## src/design/dps_pkg.sv

```systemverilog
// Shared types and constants for the descending pair sorter.
package dps_pkg;

    localparam int POS_W   = 8;
    localparam int SCORE_W = 32;
    localparam int POT_W   = 4;
    localparam int RANK_W  = 6;
    localparam int TOP_W   = 7;
    localparam int MAX_OUT = 64;

    typedef struct packed {
        logic [POS_W-1:0]          position;
        logic signed [SCORE_W-1:0] score;
        logic                      final_item;
    } in_req_t;

    typedef struct packed {
        logic [POS_W-1:0]          out_position;
        logic signed [SCORE_W-1:0] out_score;
        logic [RANK_W-1:0]         rank_index;
        logic                      end_of_list;
        logic                      overflowed;
    } result_t;

    // One stored pair plus its cached cell potential
    typedef struct packed {
        logic [POS_W-1:0]          position;
        logic signed [SCORE_W-1:0] score;
        logic [POT_W-1:0]          potential;
    } slot_t;

    typedef struct packed {
        logic insert;
        logic shift_out;
    } cell_ctrl_t;

    typedef enum logic {
        ST_IDLE,
        ST_EMIT
    } state_t;

endpackage

```

## src/design/dps_cell.sv

```systemverilog
// One cell of the insertion chain: holds a pair, compares and hands data on.
module dps_cell #(
    parameter int IDX   = 0,
    parameter int CNT_W = 9
) (
    input  logic               clk,
    input  dps_pkg::cell_ctrl_t ctrl,
    input  logic [CNT_W-1:0]   count,
    input  dps_pkg::slot_t     in_slot,
    input  dps_pkg::slot_t     prev_slot,
    input  logic               prev_below,
    input  dps_pkg::slot_t     next_slot,
    output dps_pkg::slot_t     slot,
    output logic               below
);
    import dps_pkg::*;

    slot_t slot_reg;
    slot_t slot_next;
    logic  occupied;
    logic  outranked;

    assign occupied  = count > CNT_W'(IDX);
    // stored pair ranks strictly below the incoming one
    assign outranked = (slot_reg.score < in_slot.score) ||
                       ((slot_reg.score == in_slot.score) &&
                        (slot_reg.potential < in_slot.potential));
    assign below     = !occupied || outranked;
    assign slot      = slot_reg;

    always_comb
    begin
        slot_next = slot_reg;
        if (ctrl.insert)
        begin
            if (prev_below)
            begin
                slot_next = prev_slot;
            end
            else if (below)
            begin
                slot_next = in_slot;
            end
        end
        else if (ctrl.shift_out)
        begin
            slot_next = next_slot;
        end
    end

    always_ff @(posedge clk)
    begin
        slot_reg <= slot_next;
    end

endmodule

```

## config.mk

```make
export PLATFORM = sky130hd
export DESIGN_NAME = dps_cell
export DESIGN_NICKNAME = d
export VERILOG_FILES = /design/src/design/dps_pkg.sv /design/src/design/dps_cell.sv
export SDC_FILE = /design/constraint.sdc
export NUM_CORES = 1
export LEC_CHECK = 0
export ABC_AREA = 1
export BUFFER_PORTS_ARGS = -buffer_cell sky130_fd_sc_hd__buf_4
export CAP_MARGIN = 20
export CORE_MARGIN = 2
export CORE_UTILIZATION = 44
export DETAILED_ROUTE_END_ITERATION = 8
export GPL_TIMING_DRIVEN = 0
export PLACE_DENSITY = 0.83
export SLEW_MARGIN = 20
export SYNTH_ARGS = -nofsm -noshare
export SYNTH_HDL_FRONTEND = slang
export SYNTH_SLANG_ARGS = --single-unit
```

## constraint.sdc

```tcl
create_clock -name clk -period 2.95 [get_ports clk]
set_input_delay 0 -clock clk [delete_from_list [all_inputs] [get_ports clk]]
set_output_delay 0 -clock clk [all_outputs]
set_load 0.05 [all_outputs]
```

* After elaboration in Yosys (flattened, before gate mapping)
Cells that the tools add are included.
** Word-level totals
- Register bits :: 44
- Bits in latches :: 0
- Bits in writable memories :: 0
- ROM bits :: 0
- Input port bits :: 145
- Output and inout port bits :: 45
- Memories kept :: 0
** Cells by class
- Add/sub/neg operators :: 0
- $mul :: 0
- Divide/modulo/power cells :: 0
- $lt $le $gt $ge :: 3
- Equality and inequality tests :: 2
- Shift operators :: 0
- Multiplexer cells :: 4
- Bitwise gates (word level) :: 0
- Reduce and logical (&&, ||, !) cells :: 6
** Operators by type and width (count)
- $mux 44 :: 4
- $eq 32x32->1 :: 1
- $lt 32x32->1 :: 1
- $gt 9x1->1 const B :: 1
- $lt 4x4->1 :: 1
- $ne 3x1->1 const B :: 1
- $logic_or 1x1->1 :: 2
- $reduce_and 2->1 :: 1
- $reduce_bool 2->1 :: 1
- $logic_and 1x1->1 :: 1
- $logic_not 1->1 :: 1

* Longest topological paths before layout
Gate-level depths: netlist of the first run.
- Depth after elaboration :: 7
- Depth in mapped cells :: 17
- Depth with buffers taken out :: 17

* Least setup slack after synthesis of the first run
No wires, ideal clock.
- Kind :: reg2reg
- Start point :: reg slot_reg, in the netlist slot[19]
- End point :: reg slot_reg, in the netlist slot[0], enable pin
- Arrival time :: 2.564 ns
- Slack :: -0.012 ns
- Cell stages (with the launch flop) :: 10
- Buffers on the path :: 0
- Period minus slack after synthesis :: 2.962 ns
- Cells stage by stage :: edfxtp_1 > ha_1 > nand2_1 > nor3_1 > nand2_1 > and2b_1 > a21oi_2 > nand4_1 > nand2_1 > inv_1
** On the way
- Cells in the longest elaborated chain, start to end :: 6
- Elaborated cells between the ends (all ways) :: 7
** RTL lines
- from (decl) :: RTL line dps_cell.sv:18 : slot_t slot_reg;
- from (signal assigned) :: RTL line dps_cell.sv:53 : slot_reg <= slot_next;
- branches (longest 2 deep; another with $lt 32x32->1)
- $logic_or 1x1->1 (*) :: RTL line dps_cell.sv:25 : assign outranked = (slot_reg.score < in_slot.score) ||
- $logic_or 1x1->1 (*) :: RTL line dps_cell.sv:28 : assign below = !occupied || outranked;
- $ne 3x1->1 (no source line) (*)
- $reduce_and 2->1 (no source line) (*)
Every way passes the cells marked *.
A chain may end at the register's enable or synchronous reset.

* Final worst setup path of the first run
- Start point :: reg slot_reg, in the netlist slot[35]
- End point :: reg slot_reg, in the netlist slot[6], enable pin
The elaborated chain is that of the path after synthesis.

==> impl_metrics.tcl, run 1 <==
set metrics [dict create \
    status "finished, final reports clean" \
    gp_congestion 0.847 \
    grt_use_total 0.262 \
    design.die.area_mm2 0.00799 \
    cts_root_buf "clkbuf_8" \
    grt_max_degree 23 \
    clock_path_buffers 2 \
    avgRoutedWirePerCell_um 14.8 \
    fin_nets 809 \
    crit_path_cell_trace "ha_1 > a21oi_1 > o21a_1 > nand2_1 > a21oi_1 > nand2_1 > nand2_1 > nand4_1 > nand2_1 > clkinvlp_4" \
    multi_input_area_mm2 0.00163 \
    grt_pass1_vias 3682 \
    num-fill-cells 561 \
    grt_pass1_wl_um 16000 \
    avgViaCountPerCell 5.00 \
    cp_slowest_cell "clkinvlp_4" \
    numCtsBuffers 5 \
    synthDistinctLibCells 26 \
    crit_fanout 22 \
    stdcell_count 729 \
    numPortBuffers 187 \
    grt.overflow.total 0 \
    synth.largest_area_cell "edfxtp_1" \
    fmax_ghz 0.380 \
    ys_warn_count 0 \
    clkSinkCount 44 \
    arrival_ns 2.51 \
    die_h_um 89.4 \
    synth_fp_nets 589 \
    antenna_found_initial 0 \
    fin_total_pwr_mw 2.15 \
    crit_family "compound AO/OA/AOI/OAI gates" \
    rsz0062_at_grt "no" \
    core_area_mm2 0.00718 \
    seq_area_frac_synth 0.412 \
    seqCellArea_mm2 0.00132 \
    cts_tree "done" \
    antenna_cells 0 \
    highest_layer "met4" \
    synthesis.area_mm2 0.00321 \
    clkTransAtPathRegs_ns 0.09 \
    cp.required_ns 2.83 \
    worst_pin_slew_ns 0.553 \
    route.met3.wl_um 974 \
    hpwl_um 7990 \
    finalCritPeriodShare 0.893 \
    route.vias.total 3646 \
    die_w_um 89.4 \
    dr_wl_met2_um 5460 \
    drtAntennaViolNets 0 \
    synth_top_area_share 0.412 \
    drc 0 \
    hp-class "input pin to flop" \
    netlist_instances 409 \
    clock_latency_ns 0.29 \
    worst-path-buf-inv 1 \
    drt_pre_antenna_iters 5 \
    hold_viol 0 \
    rows 31 \
    synth_area_leaders "edfxtp_1, ha_1, nand2_1" \
    met1Wirelength_um 4010 \
    dp_cells 695 \
    crit_top_cell "nand2_1" \
    largest_register_ffs 44 \
    max_slew_margin 0.631 \
    drive_above_1_share 0.329 \
    detail_route.iter0.violations 177 \
    fin_skew_ns 0.00879 \
    setup_violations 0 \
    slew_violations 0 \
    path_class "flop to flop" \
    synth_area_per_cell_um2 7.85 \
    cts_setup_buffers 0 \
    area_growth_pct 58.2 \
    io_pins 190 \
    powerDensity_mw_per_mm2 423 \
    htreeDepth 2 \
    power_leakage_nw 2.52 \
    irDropWorstVdd_uv 210 \
    start_kind "flop" \
    synth-seq-cells 44 \
    cap_violations 0 \
    initial_core_util 0.447 \
    period_needed_ns 2.63 \
    slowest_delay_ns 0.48 \
    wirelength_um 10800 \
    end_kind "flop" \
]
[cell families after synthesis]
group	synth area share
AND/OR/NAND/NOR	0.196
AO/OA/AOI/OAI	0.176
flip-flops	0.412
buffers and inverters	0.0791
adder cells (fa/ha/maj)	0.136
[final timing paths]
path,slack [ns],from,to,cells past startpoint
hold reg to reg,1.57,slot[35]$_DFFE_PP_,slot[2]$_DFFE_PP_,5
setup reg to reg,0.32,slot[35]$_DFFE_PP_,slot[6]$_DFFE_PP_,10
hold / removal,0.01,next_slot[42],slot[42]$_DFFE_PP_,3
setup / recovery,0.32,slot[35]$_DFFE_PP_,slot[6]$_DFFE_PP_,10
[per-layer routing]
| layer | vias up | track usage |
|---|---|---|
| met5 | - | 0 |
| met4 | 0 | 0.119 |
| met3 | 28 | 0.0766 |
| met2 | 180 | 0.476 |
| met1 | 1630 | 0.277 |
| li1 | 1808 | - |
[cells in the mapped netlist (all sizes together)]
master	count
inv	49
or2	2
clkbuf	16
o21ai	91
a21oi	16
and2b	1
edfxtp	44
buf	2
nand3	4
o21a	2
nand2	83
nor2	55
ha	35
nor3	4
a21o	1
nand4	3
and2	1
[cells in the final DEF, fill, tap and decap left out, types with 2 or more instances in the layout]
cell type / count
a21oi_1: 15
buf_2: 2
buf_4: 187
clkbuf_1: 18
clkbuf_8: 5
clkinvlp_4: 2
dlygate4sd3_1: 25
edfxtp_1: 44
ha_1: 35
inv_1: 46
inv_2: 2
nand2_1: 81
nand2_2: 2
nand3_1: 4
nand4_1: 2
nor2_1: 53
nor2_2: 2
nor3_1: 3
o21a_1: 2
o21ai_0: 49
o21ai_1: 41
[what timing repair did]
action | in CTS | in global routing
endpoints found under the hold margin | 25 | 0
endpoints found under the setup margin | 44 | 0
resized for setup | 1 | 0
hold buffers | 25 | 0
[cell type report]
type / instances / share of cell area
Buffer: 18 / 0.0138
Clock inverter: 1 / 0.000739
Inverter: 49 / 0.0370
Multi-Input combinational cell: 298 / 0.322
Clock buffer: 7 / 0.0150
Sequential cell: 44 / 0.260
Timing Repair Buffer: 212 / 0.326
Tap cell: 99 / 0.0244
Timing Repair inverter: 1 / 0.00148
[power by group]
part / total, mW / internal, mW / switching, mW
clock network: 0.371 / 0.166 / 0.205
registers: 0.832 / 0.790 / 0.0417
logic: 0.944 / 0.363 / 0.581
[metrics by stage]
stage,setup TNS (ns),utilization,area [µm²],worst slack [ns],hold WS [ns]
global route,0,0.708,5080,0.0324,0.0187
floorplan,0,-,3210,0.168,0.191
CTS,0,0.708,5080,0.263,0.00513
finish,0,0.708,5080,0.316,0.0105
global placement,-1.80,0.661,4740,-0.0431,0.283
detailed placement,-4.22,0.661,4740,-0.0981,0.288
[tightest hold or removal path, cell delays in order]
cell,delay (ns)
buf_4,0.08
nand2_1,0.04
o21ai_1,0.07
Power figures use the tool's default switching activity.
==> run 2: changes to the inputs <==
--- a/config.mk
+++ b/config.mk
@@ -8,11 +8,11 @@
 export ABC_AREA = 1
 export BUFFER_PORTS_ARGS = -buffer_cell sky130_fd_sc_hd__buf_4
 export CAP_MARGIN = 20
-export CORE_MARGIN = 2
 export CORE_UTILIZATION = 44
 export DETAILED_ROUTE_END_ITERATION = 8
 export GPL_TIMING_DRIVEN = 0
 export PLACE_DENSITY = 0.83
+export SKIP_LAST_GASP = 1
 export SLEW_MARGIN = 20
 export SYNTH_ARGS = -nofsm -noshare
 export SYNTH_HDL_FRONTEND = slang
==> constraint.sdc (replaced) <==
create_clock -name clk -period 2.95 [get_ports clk]
set_input_delay 0 -clock clk [delete_from_list [all_inputs] [get_ports clk]]
set_output_delay 0 -clock clk [all_outputs]
set_load 0.01 [all_outputs]
==> run 2 against run 1 <==
Compared with the run above: cell count shrank 0.41%; highest routed layer unchanged; largest power group is now sequential cells; combinational power shrank 25%; critical path type unchanged; clock skew grew 0.0029 ns; count of clock-buffer cells in the layout is the same; maximum frequency grew 1.3%; worst hold slack lost 0.0031 ns; cell area grew 0.25%.
==> impl_metrics.tcl, run 2 (synthesized netlist as in run 1, its figures left out) <==
set metrics [dict create \
    irDropWorstVdd_uv 186 \
    antenna_found_initial 0 \
    route.vias.total 3595 \
    worst-path-buf-inv 2 \
    seqCellArea_mm2 0.00132 \
    grt_max_degree 24 \
    area_growth_pct 58.6 \
    rows 30 \
    drt_pre_antenna_iters 4 \
    gp_congestion 0.773 \
    drive_above_1_share 0.329 \
    cp_num_cells 10 \
    seq_power_share 0.433 \
    max_slew_margin 0.627 \
    dpl_cell_area_mm2 0.00476 \
    cts_root_buf "clkbuf_8" \
    fin_setup_tns_ns 0 \
    rsz0062_at_grt "no" \
    crit_path_cell_trace "ha_1 > a21oi_1 > o21a_1 > nand2_1 > a21oi_1 > nand3_1 > nand4_1 > nand2_1 > inv_2 > buf_16" \
    cap_violations 0 \
    comb_power_share 0.367 \
    final_common_cell "buf_4" \
    whs_path_depth 3 \
    grt_use_total 0.277 \
    die_w_um 87.4 \
    numPortBuffers 187 \
    fin_skew_ns 0.0117 \
    rr_worst_depth 10 \
    status "finished, final reports clean" \
    post-route-cell-area_mm2 0.00509 \
    largest_register_ffs 44 \
    avgViaCountPerCell 4.95 \
    num-fill-cells 581 \
    core_area_mm2 0.00691 \
    setup_violations 0 \
    grt_pass1_wl_um 16200 \
    htreeDepth 2 \
    start_kind "flop" \
    powerDensity_mw_per_mm2 377 \
    arrival_ns 2.60 \
    crit_fanout 23 \
    postCtsResizedCells 0 \
    hpwl_um 7950 \
    grt.overflow.total 0 \
    end_kind "flop" \
    hp-class "input pin to flop" \
    io_pins 190 \
    multi_input_area_mm2 0.00163 \
    numCtsBuffers 5 \
    sw_frac_of_total 0.313 \
    fin_nets 809 \
    postCtsHoldBufs 25 \
    detail_route.iter0.violations 119 \
    layout_common_cells "buf_4, nand2_1, nor2_1" \
    slew_violations 0 \
    rrSetupSlack_ns 0.35 \
    finalCritPeriodShare 0.882 \
    die_h_um 87.4 \
    wirelength_um 10600 \
    drc 0 \
    initial_core_util 0.465 \
    clkSinkCount 44 \
    clock_path_buffers 2 \
    fin_total_pwr_mw 1.92 \
    cp.required_ns 2.95 \
    p_int_mw 1.32 \
    path_class "flop to flop" \
    clock_latency_ns 0.30 \
    crit_family "buffers and inverters" \
    power_leakage_nw 2.54 \
    slowest_delay_ns 0.41 \
    worst_pin_slew_ns 0.558 \
    hold_viol 0 \
    antenna_cells 0 \
    design.die.area_mm2 0.00764 \
    fin_util 0.737 \
    power.switching_mw 0.600 \
    cts_tree "done" \
    cp_slowest_cell "edfxtp_1" \
    period_needed_ns 2.60 \
    avgRoutedWirePerCell_um 14.5 \
    cts_setup_buffers 0 \
    p_clk_frac 0.200 \
    fmax_ghz 0.384 \
    grt_pass1_vias 3628 \
    drtAntennaViolNets 0 \
    clkTransAtPathRegs_ns 0.09 \
]
-- run 2: changes by cell type in the layout (fill, tap and decap cells not counted) --
cell | before | now
inv_2 | 2 | 3
clkinvlp_4 | 2 | 0
buf_16 | 0 | 1
-- run 2: worst paths after layout --
path	startpoint	to
worst max register to register	slot[35]$_DFFE_PP_	slot[1]$_DFFE_PP_
worst min-delay path	next_slot[4]	slot[4]$_DFFE_PP_
worst max-delay path	slot[35]$_DFFE_PP_	slot[1]$_DFFE_PP_
worst min register to register	slot[35]$_DFFE_PP_	slot[15]$_DFFE_PP_
-- run 2: layout make-up --
class	count	area share
multi-input cells	298	0.321
inverters	49	0.0361
well taps	96	0.0236
repair buffers	213	0.330
clock buffers	7	0.0150
plain buffers	18	0.0138
clock inverters	1	0.000737
flip-flops and latches	44	0.260
-- run 2: routing by layer --
metal | GRT usage | part of all wire
met5 | 0 | 0
met4 | 0.0894 | 0.013
met3 | 0.0569 | 0.082
met2 | 0.539 | 0.53
met1 | 0.293 | 0.38
-- run 2: power by group through the flow --
stage / clock (mW) / combinational (mW) / sequential (mW)
final: 0.384 / 0.704 / 0.831
after global routing: 0.410 / 0.783 / 0.839
after CTS: 0.385 / 0.705 / 0.831
after detailed placement: 0 / 0.674 / 0.846
after global placement: 0 / 0.647 / 0.843
after floorplan: 0 / 0.270 / 0.878
-- run 2: worst register-to-register path, stage by stage (launching register included) --
cell and delay (ns):
edfxtp_1 0.41, ha_1 0.37, a21oi_1 0.17, o21a_1 0.13
nand2_1 0.05, a21oi_1 0.21, nand3_1 0.14, nand4_1 0.10
nand2_1 0.06, inv_2 0.41, buf_16 0.25
-- run 2: through the flow --
step	cells	setup slack, ns	hold WS (ns)
after floorplan	409	0.236	0.191
after global placement	692	-0.298	0.279
after detailed placement	693	0.366	0.290
after CTS	726	0.346	0.00227
after global routing	726	0.101	0.00213
final	726	0.349	0.00739
==> run 3: changes to the inputs <==
--- a/config.mk
+++ b/config.mk
@@ -12,6 +12,7 @@
 export DETAILED_ROUTE_END_ITERATION = 8
 export GPL_TIMING_DRIVEN = 0
 export PLACE_DENSITY = 0.83
+export REMOVE_ABC_BUFFERS = 1
 export SKIP_LAST_GASP = 1
 export SLEW_MARGIN = 20
 export SYNTH_ARGS = -nofsm -noshare
==> run 3 against run 2 <==
Compared with the run above: flip-flop and latch count unchanged; setup slack improved by 0.13 ns; cell area decreased by 1.1%; clock skew decreased by 0.0046 ns; global-route usage decreased by 2.2 points; utilization decreased by 0.80 points; sequential power about the same; maximum frequency increased by 5.2%; power increased by 3.2%; critical path depth unchanged; sequential share of layout area increased by 0.28 points; clock power increased by 21%; the run now ends with hold timing left.
==> impl_metrics.tcl, run 3 (synthesized netlist as in run 1, its figures left out) <==
set metrics [dict create \
    status "finished, violations left" \
    violations "hold timing" \
    fin_nets 791 \
    fin_util 0.729 \
    drtAntennaViolNets 0 \
    numPortBuffers 189 \
    avgViaCountPerCell 5.06 \
    cts_root_buf "clkbuf_8" \
    post-route-cell-area_mm2 0.00504 \
    die_w_um 87.4 \
    setup_violations 0 \
    design.die.area_mm2 0.00764 \
    clkSinkCount 44 \
    gp_congestion 0.831 \
    max_slew_margin 0.450 \
    pre_cts_ws_ns 0.465 \
    clkTransAtPathRegs_ns 0.09 \
    grt_pass1_vias 3433 \
    cts_tree "done" \
    period_needed_ns 2.47 \
    rows 30 \
    clock_path_buffers 2 \
    finalCritPeriodShare 0.838 \
    drc 0 \
    avgRoutedWirePerCell_um 13.9 \
    stdcell_count 708 \
    grt_use_total 0.255 \
    start_kind "flop" \
    cp.required_ns 2.95 \
    htreeDepth 2 \
    fin_total_pwr_mw 1.98 \
    crit_family "simple AND/OR/NAND/NOR gates" \
    irDropWorstVdd_uv 197 \
    arrival_ns 2.47 \
    dpl_cell_area_mm2 0.00470 \
    largest_register_ffs 44 \
    fin_skew_ns 0.00709 \
    route.vias.total 3585 \
    clock_latency_ns 0.29 \
    rsz0062_at_grt "no" \
    dp_cells 677 \
    detail_route.iter0.violations 179 \
    grt_max_degree 47 \
    hp-class "input pin to flop" \
    drive_above_1_share 0.342 \
    initial_core_util 0.465 \
    drt_pre_antenna_iters 4 \
    die_h_um 87.4 \
    fmax_ghz 0.404 \
    powerDensity_mw_per_mm2 393 \
    grt_pass1_wl_um 15200 \
    numCtsBuffers 5 \
    wirelength_um 9820 \
    crit_fanout 29 \
    end_kind "flop" \
    fin_setup_tns_ns 0 \
    grt.overflow.total 0 \
    antenna_found_initial 0 \
    hold_viol 1 \
    io_pins 190 \
    cap_violations 0 \
    worst_pin_slew_ns 0.824 \
    layout_common_cells "buf_4, nand2_1, nor2_1" \
    path_class "flop to flop" \
    cp_slowest_cell "edfxtp_1" \
    worst-path-buf-inv 2 \
    hpwl_um 6940 \
    slowest_delay_ns 0.42 \
    cts_setup_buffers 0 \
    power_leakage_nw 2.52 \
    hold_ws_ns -0.000211 \
    final_common_cell "buf_4" \
    crit_path_cell_trace "ha_1 > nand4_1 > nor3_1 > nand2_1 > and2b_1 > a21oi_2 > nand4_1 > nand2_1 > inv_2 > buf_12" \
    fin_ws_ns 0.477 \
    core_area_mm2 0.00691 \
    area_growth_pct 56.9 \
    slew_violations 0 \
    antenna_cells 0 \
]
[run 3: cell types whose count changed in the layout (fill, tap and decap cells not counted)]
cell / delta
clkinv_1: -1
clkbuf_1: -17
clkinv_2: +1
buf_4: +2
buf_2: -2
buf_16: -1
dlygate4sd3_1: -2
bufinv_16: +1
buf_12: +1
[run 3: worst paths after layout]
kind / start / slack [ns] / depth (start not counted) / to
worst max-delay path: slot[15]$_DFFE_PP_ / 0.48 / 10 / slot[41]$_DFFE_PP_
worst min-delay path: next_slot[30] / -0.0002 / 3 / slot[30]$_DFFE_PP_
worst max register to register: slot[15]$_DFFE_PP_ / 0.48 / 10 / slot[41]$_DFFE_PP_
worst min register to register: slot[35]$_DFFE_PP_ / 1.23 / 6 / slot[1]$_DFFE_PP_
[run 3: final cells by class]
type / count / area, µm²
Fill cell: 546 / 1870
Timing Repair Buffer: 213 / 1670
Multi-Input combinational cell: 298 / 1630
Sequential cell: 44 / 1320
Inverter: 49 / 184
Tap cell: 96 / 120
Clock buffer: 6 / 72.6
Clock inverter: 2 / 35.0
[run 3: power breakdown]
group	switching [mW]	total (mW)	internal (mW)	leakage (nW)
Sequential	0.0394	0.828	0.789	0.446
Combinational	0.329	0.685	0.356	2.02
Clock	0.214	0.466	0.252	0.0552
Total	0.583	1.98	1.40	2.52
[run 3: per-layer routing]
layer	up-vias	GRT usage	wire length (µm)
met5	-	0	0
met4	0	0.0835	208
met3	16	0.0578	785
met2	173	0.465	4920
met1	1625	0.293	3910
li1	1771	-	-
[run 3: tightest hold or removal path, delay by kind of cell]
| family | cells | cell delay, ns |
|---|---|---|
| AOI/OAI and AO/OA | 1 | 0.06 |
| buffers and inverters | 1 | 0.08 |
| and+or+nand+nor | 1 | 0.04 |
[run 3: what timing repair did]
| action | CTS | global route |
|---|---|---|
| endpoints found under the setup margin | 0 | 0 |
| gates resized for setup | 0 | 0 |
| hold endpoints to repair | 23 | 0 |
| hold buffers | 23 | 0 |
